===== config.mk =====
export PLATFORM = sky130hd
export DESIGN_NAME = cft_ram
export DESIGN_NICKNAME = d
export VERILOG_FILES = /design/src/hdl/cft_ram.sv
export SDC_FILE = /design/constraint.sdc
export NUM_CORES = 1
export LEC_CHECK = 0
export BUFFER_PORTS_ARGS = -buffer_cell sky130_fd_sc_hd__buf_2
export CORE_ASPECT_RATIO = 0.5
export CORE_UTILIZATION = 65
export DETAILED_ROUTE_END_ITERATION = 12
export MAX_ROUTING_LAYER = met4
export PLACE_DENSITY = 0.95
export SETUP_SLACK_MARGIN = 0.02
export SYNTH_ARGS = -nofsm -noshare
export SYNTH_HDL_FRONTEND = slang
export SYNTH_SLANG_ARGS = --single-unit
export TNS_END_PERCENT = 100

===== constraint.sdc =====
create_clock -name clock -period 2.7 [get_ports clock]
set_input_delay 0.405 -clock clock [delete_from_list [all_inputs] [get_ports clock]]
set_output_delay 0.405 -clock clock [all_outputs]
set_load 0.01 [all_outputs]

===== src/hdl/cft_ram.sv =====
// generic simple dual-port ram, one write and one registered read port
// no dependencies
module cft_ram #(
   parameter int WIDTH = 8,
   parameter int DEPTH = 16,
   localparam int AW   = (DEPTH > 1) ? $clog2(DEPTH) : 1
) (
   input  logic             clock,
   input  logic             wr_en,
   input  logic [AW-1:0]    wr_addr,
   input  logic [WIDTH-1:0] wr_data,
   input  logic             rd_en,
   input  logic [AW-1:0]    rd_addr,
   output logic [WIDTH-1:0] rd_data
);

   logic [WIDTH-1:0] mem_ff [DEPTH];
   logic [WIDTH-1:0] rd_data_ff;

   always_ff @(posedge clock) begin
      if (wr_en) begin
         mem_ff[wr_addr] <= wr_data;
      end
      // read data holds while no read is issued
      if (rd_en) begin
         rd_data_ff <= mem_ff[rd_addr];
      end
   end

   assign rd_data = rd_data_ff;

endmodule


Word-level counts from Yosys, hierarchy flattened
Memory sizes are Yosys's and may differ from the RTL's. A register that Yosys moved wholly into a read port is not among the register bits.
Cells that the tools add are included.
- memory bits (writable): 128
- register bits after elaboration: 0
- input port bits: 19
- output and inout bits: 8
- memories kept: 1
- logic and storage cells: 3
- mux-type cells: 2
- memories (memory ; words ; bits a word ; rd ports ; clocked after memory_dff ; write ports ; RTL line ; text):
    mem_ff ; 16 ; 8 ; 1 ; 1 ; 1 ; 17 ; logic [WIDTH-1:0] mem_ff [DEPTH];
- operators by type and width (cell ; number):
    two-way mux 1 bit ; 2

Longest topological paths before layout
- depth after elaboration: 2
- depth in mapped cells: 5
- gate-level depth less buffers: 3

Least setup slack after synthesis
OpenSTA, ideal clock, no wires.
- kind: input to register
- start: in wr_addr[2]
- end: mem mem_ff[0][0], enable pin
- arrival: 1.515 ns
- required time: 2.317 ns
- setup slack: 0.802 ns
- buffers on the path: 0
- setup time: 0.383 ns
- cell stages on the path: 2
- cells stage by stage: or3b_2 nor3_1
- RTL lines (element ; RTL line ; text):
    from (decl) ; 10 ; input logic [AW-1:0] wr_addr,
    to (decl) ; 17 ;
No word-level cell before the write port.

Worst setup path after layout
- start: in wr_addr[2]
- end: mem mem_ff[2][4], enable pin
No word-level cell before the write port.

==> impl_metrics.toml <==
[clock_tree]
cts_tree = "done"
largest_buffer_count_on_any_clock_path = 2
cts-buffers-inserted = 17
cts_post_setup_buffers_inserted = 0
worstSkewPairLatency_ns = 0.42
clk_root_buffer_cell = "clkbuf_16"
h-tree-depth = 4
post_cts.resized_instances = 0
number_of_hold_repair_buffers_added_at_the_cts_stage = 0
cts.clk_slew.worst_paths_ns = 0.06
clkSinkCount = 136

[grt]
initial_antenna_violation_count = 0
grt_max_degree = 33
grt_pass1_vias = 2813
grt_pass1_wl_mm = 17.7
grt_overflow_total = 0
globalRouteTotalUtil_pct = 33.7

[layout]
mostFrequentLayoutCell = "edfxtp_1"
antenna_cells = 0
drive_above_1_share_pct = 29.8
nets = 295
flow.area_growth_from_synthesis_pct = 16.6
final_cell_mix = "136 x edfxtp_1, 26 x buf_2, 18 x mux4_2"
finalNonFillerCells = 397

[synthesis]
yosys.area.top_type_share_pct = 78.1
distinct_cell_type_count_of_the_synthesized_netlist = 18
yosys_register_bits = 136
post-synth-top-area-cell = "edfxtp_1"
netlist_area_um2 = 5230
syn-mean-instance-area_um2 = 22.8
count_of_mapped_cells_out_of_synthesis = 229
yosys_warnings = 0
synth_top_cells_by_area = "edfxtp_1 78%, mux4_2 7.8%, mux4_1 7.0%, a22oi_1 2.3%, nor2_1 0.93%"
yosysSeqAreaShare_pct = 78.1
mappedNetlistNets = 248

[placement]
numPlacedInstances = 365
place_congestion = 0.771
hpwl_mm = 6.75
port_buffers = 26

[run]
cap_viol_max_count = 0

[timing]
finalMaxSlewViolations = 0
setup_viol_count_final = 0
timing.fmax_mhz = 550
setup_tns_ns = 0
period_needed_ns = 1.82
final_min_period_over_clock_period_pct = 67.3
grt_setup_unrepaired = "no"
max_slew_margin_pct = 32.6
clock_skew_ns = 0.00639
timing_worst_slew_pin_value_ns = 1.01
timing_hold_violations_final = 0

[detailed_routing]
drt_initial_violations = 428
route.vias.total = 2755
route.detailed.vias_per_inst = 6.94
drt-pass1-iter-count = 7
drc_errors = 0
routed_wl_mm = 12.0
detail_route.wl_per_cell_um = 30.2
final_antenna_net_count = 0

[worst_hold_path]
hold_path.class = "in -> reg"

[floorplan]
die-height_um = 65.4
core.rowCount = 22
start_util_pct = 69.3
io_pins = 27
die_width_um = 129
core_area_um2 = 7540
fp.dieArea_um2 = 8430

[critical_path]
setup.worst_path.start_class = "input port"
critical_path.endpoint_type = "flip-flop"
crit_required_ns = 2.74
setup.worst_path.class = "in -> reg"
crit_path_max_fanout = 8
cp.arrival_ns = 1.85

[power]
static_leakage_uw = 0.00206
ir_worst_vdd_mv = 0.530
power_per_cell_area_nw_per_um2 = 812

[run_status]
run_status = "finished, final reports clean"
## metrics by stage
stage | cell area (um^2) | hold slack (ns) | util, % | worst slack, ns | power, uW
final | 6100 | 0.336 | 80.8 | 0.883 | 4950
after global routing | 6100 | 0.329 | 80.8 | 0.886 | 5070
after CTS | 6100 | 0.331 | 80.8 | 0.949 | 4950
after detailed placement | 5510 | 0.752 | 73.0 | 0.576 | 2660
after global placement | 5510 | 0.734 | 73.0 | 0.665 | 2630
after floorplan | 5230 | 0.504 | - | 0.802 | 2560
## worst max-delay path, cell delays in order
cell	delay (ns)
buf_2	0.13
or3b_2	0.53
nor2_1	0.79
## logic make-up (layout without fill, tap and decap cells)
kind of cell | after synthesis | count (layout) | synth area share, %
buffers and inverters | 10 | 70 | 1.65
AOI/OAI and AO/OA | 16 | 16 | 2.30
muxes | 32 | 32 | 14.8
DFF | 136 | 136 | 78.1
and+or+nand+nor | 35 | 35 | 3.14
## flip-flops by register name (all words and copies together) (netlist names)
register  cells
mem_ff      128
rd_data       8
## synth_stat cells
master           number
nor3_1                4
mux4_1               14
clkdlybuf4s25_2       3
mux4_2               18
buf_4                 1
nand2b_1              2
edfxtp_1            136
nand2_1               9
nand3_1               1
nor2b_1               1
and2_1                1
buf_6                 3
nor2_1               13
buf_2                 3
and2b_1               1
or3b_2                1
a22oi_1              16
nand3b_1              2
## layer usage
layer / track usage, % / share of wire (%) / vias to the layer above
met5: - / 0 / -
met4: 14.4 / 3.3 / 0
met3: 12.5 / 13 / 47
met2: 47.8 / 46 / 257
met1: 44.9 / 38 / 1377
li1: - / - / 1074
## power breakdown
| part | internal [uW] | switching, uW | total (uW) |
|---|---|---|---|
| Sequential | 2380 | 14.8 | 2390 |
| Clock | 1440 | 888 | 2330 |
| Combinational | 89.3 | 142 | 231 |
## worst paths after layout
path / from / endpoint / slack, ns / cells past startpoint
min reg2reg: mem_ff[12][6]$_DFFE_PP_ / rd_data[6]$_DFFE_PP_ / 0.78 / 3
max reg2reg: mem_ff[2][5]$_DFFE_PP_ / rd_data[5]$_DFFE_PP_ / 0.95 / 3
min: rd_en / rd_data[7]$_DFFE_PP_ / 0.34 / 1
max: wr_addr[2] / mem_ff[2][4]$_DFFE_PP_ / 0.88 / 3
## final cells by class
class | count | area [um^2]
clock inverters | 14 | 158
flip-flops and latches | 136 | 4080
well taps | 108 | 135
repair buffers | 38 | 233
clock buffers | 18 | 429
fillers | 332 | 1450
multi-input cells | 83 | 1060
Power figures use the tool's default switching activity.
