[src/hdl/cft_pkg.sv]
// package for the conflating fan-out table
// types, codes and sizes shared by the engine, the counters and the top level
package cft_pkg;

   localparam int SUBSCRIBERS  = 8;
   localparam int TOPICS       = 64;
   localparam int PAYLOAD_BITS = 32;
   localparam int COUNTER_BITS = 48;
   localparam int SUB_BITS     = $clog2(SUBSCRIBERS);
   localparam int TOPIC_BITS   = $clog2(TOPICS);
   localparam int CELLS        = SUBSCRIBERS * TOPICS;
   localparam int CELL_BITS    = $clog2(CELLS);
   localparam int LEN_BITS     = TOPIC_BITS + 1;
   localparam int CNT_FIELD    = 4;
   localparam int NUM_COUNTERS = 7;
   localparam int CSR_ADDR_BITS = 3;

   typedef enum logic [2:0] {
      CMD_PUBLISH   = 3'd0,
      CMD_SUBSCRIBE = 3'd1,
      CMD_GRANT     = 3'd2,
      CMD_REVOKE    = 3'd3,
      CMD_DRAIN     = 3'd4,
      CMD_ADD_SUB   = 3'd5,
      CMD_READ_CNT  = 3'd6,
      CMD_NONE      = 3'd7
   } cmd_type;

   typedef enum logic [2:0] {
      RS_OK      = 3'd0,
      RS_BAD_SUB = 3'd1,
      RS_STOPPED = 3'd2,
      RS_DENIED  = 3'd3,
      RS_FULL    = 3'd4,
      RS_UPDATE  = 3'd5
   } res_status_type;

   typedef enum logic [2:0] {
      CNT_PUBLISHED   = 3'd0,
      CNT_QUEUED      = 3'd1,
      CNT_DENIED      = 3'd2,
      CNT_WITHHELD    = 3'd3,
      CNT_REVOCATIONS = 3'd4,
      CNT_DELIVERED   = 3'd5,
      CNT_CONFLATED   = 3'd6
   } cnt_sel_type;

   typedef enum logic {
      REG_OPEN = 1'b0,
      REG_STOP = 1'b1
   } csr_reg_type;

   typedef struct packed {
      logic [2:0]              command;
      logic [SUB_BITS-1:0]     subscriber;
      logic [TOPIC_BITS-1:0]   topic;
      logic [PAYLOAD_BITS-1:0] payload;
      logic [2:0]              counter_select;
   } req_type;

   typedef struct packed {
      logic [2:0]              status;
      logic [SUB_BITS-1:0]     out_subscriber;
      logic [TOPIC_BITS-1:0]   out_topic;
      logic [PAYLOAD_BITS-1:0] out_payload;
      logic [COUNTER_BITS-1:0] count_value;
      logic                    last;
   } rsp_type;

   // one entry per subscriber and topic
   typedef struct packed {
      logic                    roster;
      logic                    entitled;
      logic                    slot_valid;
      logic [PAYLOAD_BITS-1:0] value;
   } cell_type;

   typedef struct packed {
      logic                en;
      cnt_sel_type         sel;
      logic [LEN_BITS-1:0] amount;
   } stat_bump_type;

endpackage

[src/hdl/cft_stats.sv]
// saturating statistics counters with a read mux
// depends on cft_pkg
module cft_stats (
   input  logic                           clock,
   input  logic                           reset,
   input  cft_pkg::stat_bump_type         bump,
   input  logic [2:0]                     rd_sel,
   output logic [cft_pkg::COUNTER_BITS-1:0] rd_value
);
   import cft_pkg::*;

   logic [COUNTER_BITS-1:0] cnt_ff [NUM_COUNTERS];
   logic [COUNTER_BITS-1:0] cnt_in [NUM_COUNTERS];
   logic [COUNTER_BITS:0]   sum;
   logic [COUNTER_BITS-1:0] cur;

   always_comb begin
      cnt_in = cnt_ff;
      cur    = cnt_ff[bump.sel];
      sum    = {1'b0, cur} + (COUNTER_BITS+1)'(bump.amount);
      if (bump.en) begin
         // carry out means the counter sticks at all ones
         cnt_in[bump.sel] = sum[COUNTER_BITS] ? '1 : sum[COUNTER_BITS-1:0];
      end
   end

   always_ff @(posedge clock) begin
      if (reset) begin
         for (int i = 0; i < NUM_COUNTERS; i++) begin
            cnt_ff[i] <= '0;
         end
      end else begin
         cnt_ff <= cnt_in;
      end
   end

   assign rd_value = (rd_sel < 3'(NUM_COUNTERS)) ? cnt_ff[rd_sel] : '0;

endmodule

[config.mk]
export PLATFORM = sky130hd
export DESIGN_NAME = cft_stats
export DESIGN_NICKNAME = d
export VERILOG_FILES = /design/src/hdl/cft_pkg.sv /design/src/hdl/cft_stats.sv
export SDC_FILE = /design/constraint.sdc
export NUM_CORES = 1
export LEC_CHECK = 0
export ABC_AREA = 1
export BUFFER_PORTS_ARGS = -buffer_cell sky130_fd_sc_hd__buf_2
export CORE_MARGIN = 2
export CORE_UTILIZATION = 57
export DETAILED_ROUTE_END_ITERATION = 10
export GPL_ROUTABILITY_DRIVEN = 1
export GPL_TIMING_DRIVEN = 1
export PLACE_DENSITY_LB_ADDON = 0.05
export SKIP_LAST_GASP = 1
export SLEW_MARGIN = 20
export SYNTH_ARGS = -nofsm -noshare
export SYNTH_HDL_FRONTEND = slang
export SYNTH_SLANG_ARGS = --single-unit
[constraint.sdc]
create_clock -name clock -period 3.5 [get_ports clock]
set_clock_uncertainty 0.1 [all_clocks]
set_input_delay 0.175 -clock clock [delete_from_list [all_inputs] [get_ports clock]]
set_output_delay 0.175 -clock clock [all_outputs]
set_load 0.01 [all_outputs]
* Yosys cells after proc, flatten, opt, wreduce, memory -nomap -nowiden
Index checks and enable logic that the tools add are counted.
** Cells by class
- Mux-type cells :: 11
- Reductions and logical operators :: 1
- $add $sub $neg :: 1
- $lt $le $gt $ge :: 4
- Bitwise logic cells :: 2
** Operator list (number)
- bitwise mux 336 bit :: 1
- 2-to-1 mux 48 bit :: 7
- binary-select mux 48 bit (select 3 bit) :: 2
- demux 48 bit (select 3 bit) :: 1
- adder 48 x 7 -> 49 bit :: 1
- greater-or-equal comparator 4 bit, second input constant :: 2
- NOT 3 -> 4 bit :: 2
- less-than comparator 4 x 1 -> 1 bit, second input constant :: 1
- less-than comparator 3 bit, second input constant :: 1
- logical AND 1 bit :: 1
** Storage, ports and cells
- Output and inout port bits :: 48
- Logic and storage cells :: 26
- Register bits after elaboration :: 336
- Input bits :: 16

* Longest topological paths before layout
- Word-level depth :: 7
- Mapped depth :: 24
- Gate-level depth less buffers :: 22

* Worst setup path before layout
Ideal clock, no wire load.
- Path kind :: input port to flip-flop
- Start point :: in bump[7] (netlist name)
- End point :: reg cnt_ff[133] (netlist name)
- Library setup time :: 0.117 ns
- Data required time :: 3.283 ns
- Path slack :: -0.051 ns
- Cell stages on the path :: 22
- Data arrival time :: 3.334 ns
- Buffers on the path :: 5
- Cell sequence :: buf_4 buf_6 buf_2 buf_1 clkbuf_1 a21oi_1 a221oi_1 o221ai_1 ha_1 nand2_1 o21ai_0 a21oi_1 inv_1 nand2_1 nor2_2 nand2_1 nor2_1 nand2_1 nand2_1 nand3_1 nor2_1 nor2_1
** Between the ends
- Cells in the longest elaborated chain, start to end :: 7
- Elaborated cells on any way between the ends :: 12
- Classes of those cells :: 1 x add/sub; 2 x order compare; 7 x mux; 1 x bitwise; 1 x reduce/logical
** Ends and longest elaborated chain
- start: declaration :: line cft_stats.sv:6 : input cft_pkg::stat_bump_type bump,
- NOT 3 -> 4 bit (*) :: line cft_stats.sv:19, cft_stats.sv:23
- binary-select mux 48 bit (select 3 bit) :: line cft_stats.sv:19 : cur = cnt_ff[bump.sel];
- 2-to-1 mux 48 bit (implied by the code) (2 in series) :: line cft_stats.sv:19
- adder 48 x 7 -> 49 bit :: line cft_stats.sv:20 : sum = {1'b0, cur} + (COUNTER_BITS+1)'(bump.amount);
- 2-to-1 mux 48 bit :: line cft_stats.sv:23 : cnt_in[bump.sel] = sum[COUNTER_BITS] ? '1 : sum[COUNTER_BITS-1:0];
- bitwise mux 336 bit (*) :: line cft_stats.sv:23
- end signal: assignment :: line cft_stats.sv:33 : cnt_ff <= cnt_in;
- end: declaration :: line cft_stats.sv:12 : logic [COUNTER_BITS-1:0] cnt_ff [NUM_COUNTERS];
Every way passes the cells marked *; elsewhere a longest branch is shown, timed or not. The select of a mux whose other input is x is not followed.
A chain may end at the register's enable or synchronous reset.

* Final worst setup path
- Start point :: reg cnt_ff[198] (netlist name)
- End point :: reg cnt_ff[119] (netlist name)
** Between the ends
- Cells in the longest elaborated chain, start to end :: 6
** Ends and longest elaborated chain (line)
- binary-select mux 48 bit (select 3 bit) :: cft_stats.sv:19
- 2-to-1 mux 48 bit (implied by the code) (2 in series) :: cft_stats.sv:19
- adder 48 x 7 -> 49 bit :: cft_stats.sv:20
- 2-to-1 mux 48 bit :: cft_stats.sv:23
- bitwise mux 336 bit :: cft_stats.sv:23
Every way passes these cells. The select of a mux whose other input is x is not followed.

==> flow_summary.yaml <==
die:
  dieArea_mm2: 0.0385
  die_w_um: 196
  dieHeight_um: 196
  rows: 70
  coreArea_mm2: 0.0365
  initial_utilization: 0.576
  ioPinCount: 64
pwr:
  seq_power_share: 0.427
  clockPowerShare: 0.428
  combPwrFrac: 0.145
  switchingPower_mw: 2.72
  p_sw_frac: 0.287
  ir_worst_vdd_mv: 0.406
  finalPower_mw: 9.47
  powerDensity_mw_per_mm2: 407
  power.leakage_nw: 11.4
  p_int_mw: 6.75
logic_synthesis:
  synth_top_area_frac: 0.320
  synth_nets: 3653
  synth_edf_count: 0
  seq_area_frac_synth: 0.320
  ys.warnings.count: 0
  netlist_instances: 3629
  ys_async_sr_fraction: 0
  synth_cell_types: 39
  synth-seq-cells: 336
  syn_avg_cell_area_um2: 5.80
  synth_flop_cell: "dfxtp_1"
  yosysTopAreaCell: "dfxtp_1"
  synth_area_leaders: "dfxtp_1 32%, nand2_1 17%, nor2_1 11%"
  syn_area_mm2: 0.0210
setup_path:
  crit_buf_inv: 2
  slowest_delay_ns: 0.36
  cpLargestDelayFamily: "compound AO/OA/AOI/OAI gates"
  r2r_end: "cnt_ff[119]"
  cp.required_ns: 3.85
  r2r_start: "cnt_ff[198]"
  crit_path_start_kind: "flip-flop"
  cp-startpoint: "cnt_ff[198]"
  setup.worst_path.class: "flip-flop to flip-flop"
  critPathCapture: "cnt_ff[119]"
  cp_max_fo: 7
  cpMostUsedCell: "o21ai_0"
  crit_cells: 15
  end_kind: "flip-flop"
  slowest_stage: "ha_1"
  r2r_slack_ns: 0.22
  rr_worst_depth: 15
  cp.arrival_ns: 3.63
  cp_cell_sequence: "o21ai_0 > a21oi_1 > a221oi_1 > o221ai_1 > ha_1 > nand2_1 > o21ai_0 > a21oi_2 > nor2_2 > nand3_1 > buf_4 > o21ai_0 > nand3_1 > o21ai_0 > inv_1"
global_routing:
  grt_max_degree: 141
  grt.overflow.total: 0
  grt_pass1_wl_mm: 122
  grt_pass1_vias: 22500
  track_usage: 0.401
  antenna_found_initial: 0
routing:
  routed_via_density: 5.91
  detail-route-antenna-nets: 0
  dr_total_vias: 24100
  routed_wl_mm: 77.6
  post_drt_wl_per_cell_um: 19.0
  drt_iter0_drc: 2636
  first_pass_iters: 6
  drc: 0
clock_network:
  cts_hold_repair.buffers: 0
  cts_tree: "built"
  clock_path_buffers: 3
  clk_latency_ns: 0.57
  numCtsBuffers: 40
  cts.clk_slew.worst_paths_ns: 0.06
  cts.sink_count: 336
  root_buffer: "clkbuf_16"
  htreeDepth: 2
layout:
  nets: 3611
  final_common_cell: "nand2_1"
  fill_cells: 3615
  layout_common_cells: "948 x nand2_1, 579 x nor2_1, 434 x o21ai_0"
  largest_reg_flops: 336
  area_growth_syn_to_layout_pct: 10.7
  drive_above_1_share: 0.0776
  antenna_cells: 0
  largest_register: "cnt_ff"
  utilization: 0.638
  largestRegisters: "cnt_ff x336"
place:
  gp_congestion: 0.967
  hpwl_mm: 45.6
  place.port_buffers: 63
sta:
  grt_setup_unrepaired: "true"
  tightestPinTransition_ns: 1.14
  period_share: 0.937
  min_period_ns: 3.28
  relSlewSlack: 0.239
  whs_ns: 0.0691
  hold_violations: 0
  tns_ns: 0
  clock.fmax_mhz: 305
  setup_violations: 0
  slew_violations: 0
hold_path:
  hold_path_class: "input port to flip-flop"
run_status:
  status: "completed"
run:
  drv_cap: 0
==> cell type report <==
class / instances / area, um2 / area share
Timing Repair Buffer: 167 / 1390 / 0.0599
Tap cell: 468 / 586 / 0.0251
Sequential cell: 336 / 6730 / 0.289
Clock inverter: 2 / 10.0 / 0.000430
Inverter: 411 / 1550 / 0.0667
Multi-Input combinational cell: 2631 / 11800 / 0.506
Clock buffer: 63 / 1230 / 0.0528
==> cells by family (layout without fill, tap and decap cells) <==
kind of cell / Yosys count / count (layout) / synth area share
flip-flops: 336 / 336 / 0.320
XOR/XNOR: 7 / 7 / 0.00291
adder cells (fa/ha/maj): 8 / 8 / 0.00511
AND/OR/NAND/NOR: 1824 / 1824 / 0.349
AO/OA/AOI/OAI: 792 / 792 / 0.199
buffers and inverters: 662 / 643 / 0.124
==> what timing repair did <==
| action | in CTS | in global routing |
|---|---|---|
| hold endpoints to repair | 0 | 0 |
| setup buffers | 0 | 2 |
| setup endpoints to repair | 0 | 85 |
| resized for setup | 0 | 13 |
==> worst min-delay path by stage <==
stage	startpoint	endpoint	slack, ns	cells after the start
6_report	bump[0]	cnt_ff[192]	0.07	6
5_1_grt	bump[0]	cnt_ff[0]	0.09	6
3_5_place_dp	cnt_ff[234]	cnt_ff[234]	0.42	2
2_1_floorplan	cnt_ff[138]	cnt_ff[138]	0.39	2
3_3_place_gp	cnt_ff[330]	cnt_ff[330]	0.41	2
4_1_cts	bump[0]	cnt_ff[0]	0.05	6
==> Yosys cell counts, types with 19 or more instances <==
| master | instances |
|---|---|
| a21oi_1 | 228 |
| a31oi_1 | 49 |
| buf_1 | 19 |
| buf_2 | 39 |
| clkbuf_1 | 178 |
| dfxtp_1 | 336 |
| inv_1 | 404 |
| nand2_1 | 948 |
| nand3_1 | 209 |
| nand4_1 | 42 |
| nor2_1 | 591 |
| o21ai_0 | 435 |
| o22ai_1 | 32 |
==> power groups by stage <==
stage | combinational, mW | sequential [mW] | clock (mW)
floorplan | 0.889 | 4.10 | 0
global placement | 1.31 | 4.12 | 0
detailed placement | 1.33 | 4.12 | 0
CTS | 1.34 | 4.04 | 4.06
global route | 1.50 | 4.06 | 4.22
finish | 1.38 | 4.04 | 4.05
==> layer usage <==
layer / GRT usage / routed length (um) / part of all wire / vias to the layer above
met5: 0 / 0 / 0 / -
met4: 0.191 / 3100 / 0.040 / 0
met3: 0.0631 / 8580 / 0.11 / 233
met2: 0.643 / 34300 / 0.44 / 1427
met1: 0.530 / 31600 / 0.41 / 10900
li1: - / - / - / 11500
==> through the flow <==
stage,cells,worst slack [ns],cell area (um2)
final,4078,0.219,23300
after global routing,4078,-0.0485,23300
after CTS,4076,0.128,23200
after detailed placement,4011,-0.0926,22000
after global placement,4011,0.00547,22000
after floorplan,3629,0.0133,21000
==> worst register-to-register path, cell delays in order, from the launching register on <==
cell and delay, ns:
dfxtp_1 0.30, o21ai_0 0.18, a21oi_1 0.07, a221oi_1 0.23, o221ai_1 0.17, ha_1 0.36
nand2_1 0.08, o21ai_0 0.22, a21oi_2 0.10, nor2_2 0.25, nand3_1 0.23, buf_4 0.20
o21ai_0 0.15, nand3_1 0.24, o21ai_0 0.23, inv_1 0.07
Note: power is estimated with default switching activity, not from simulation.
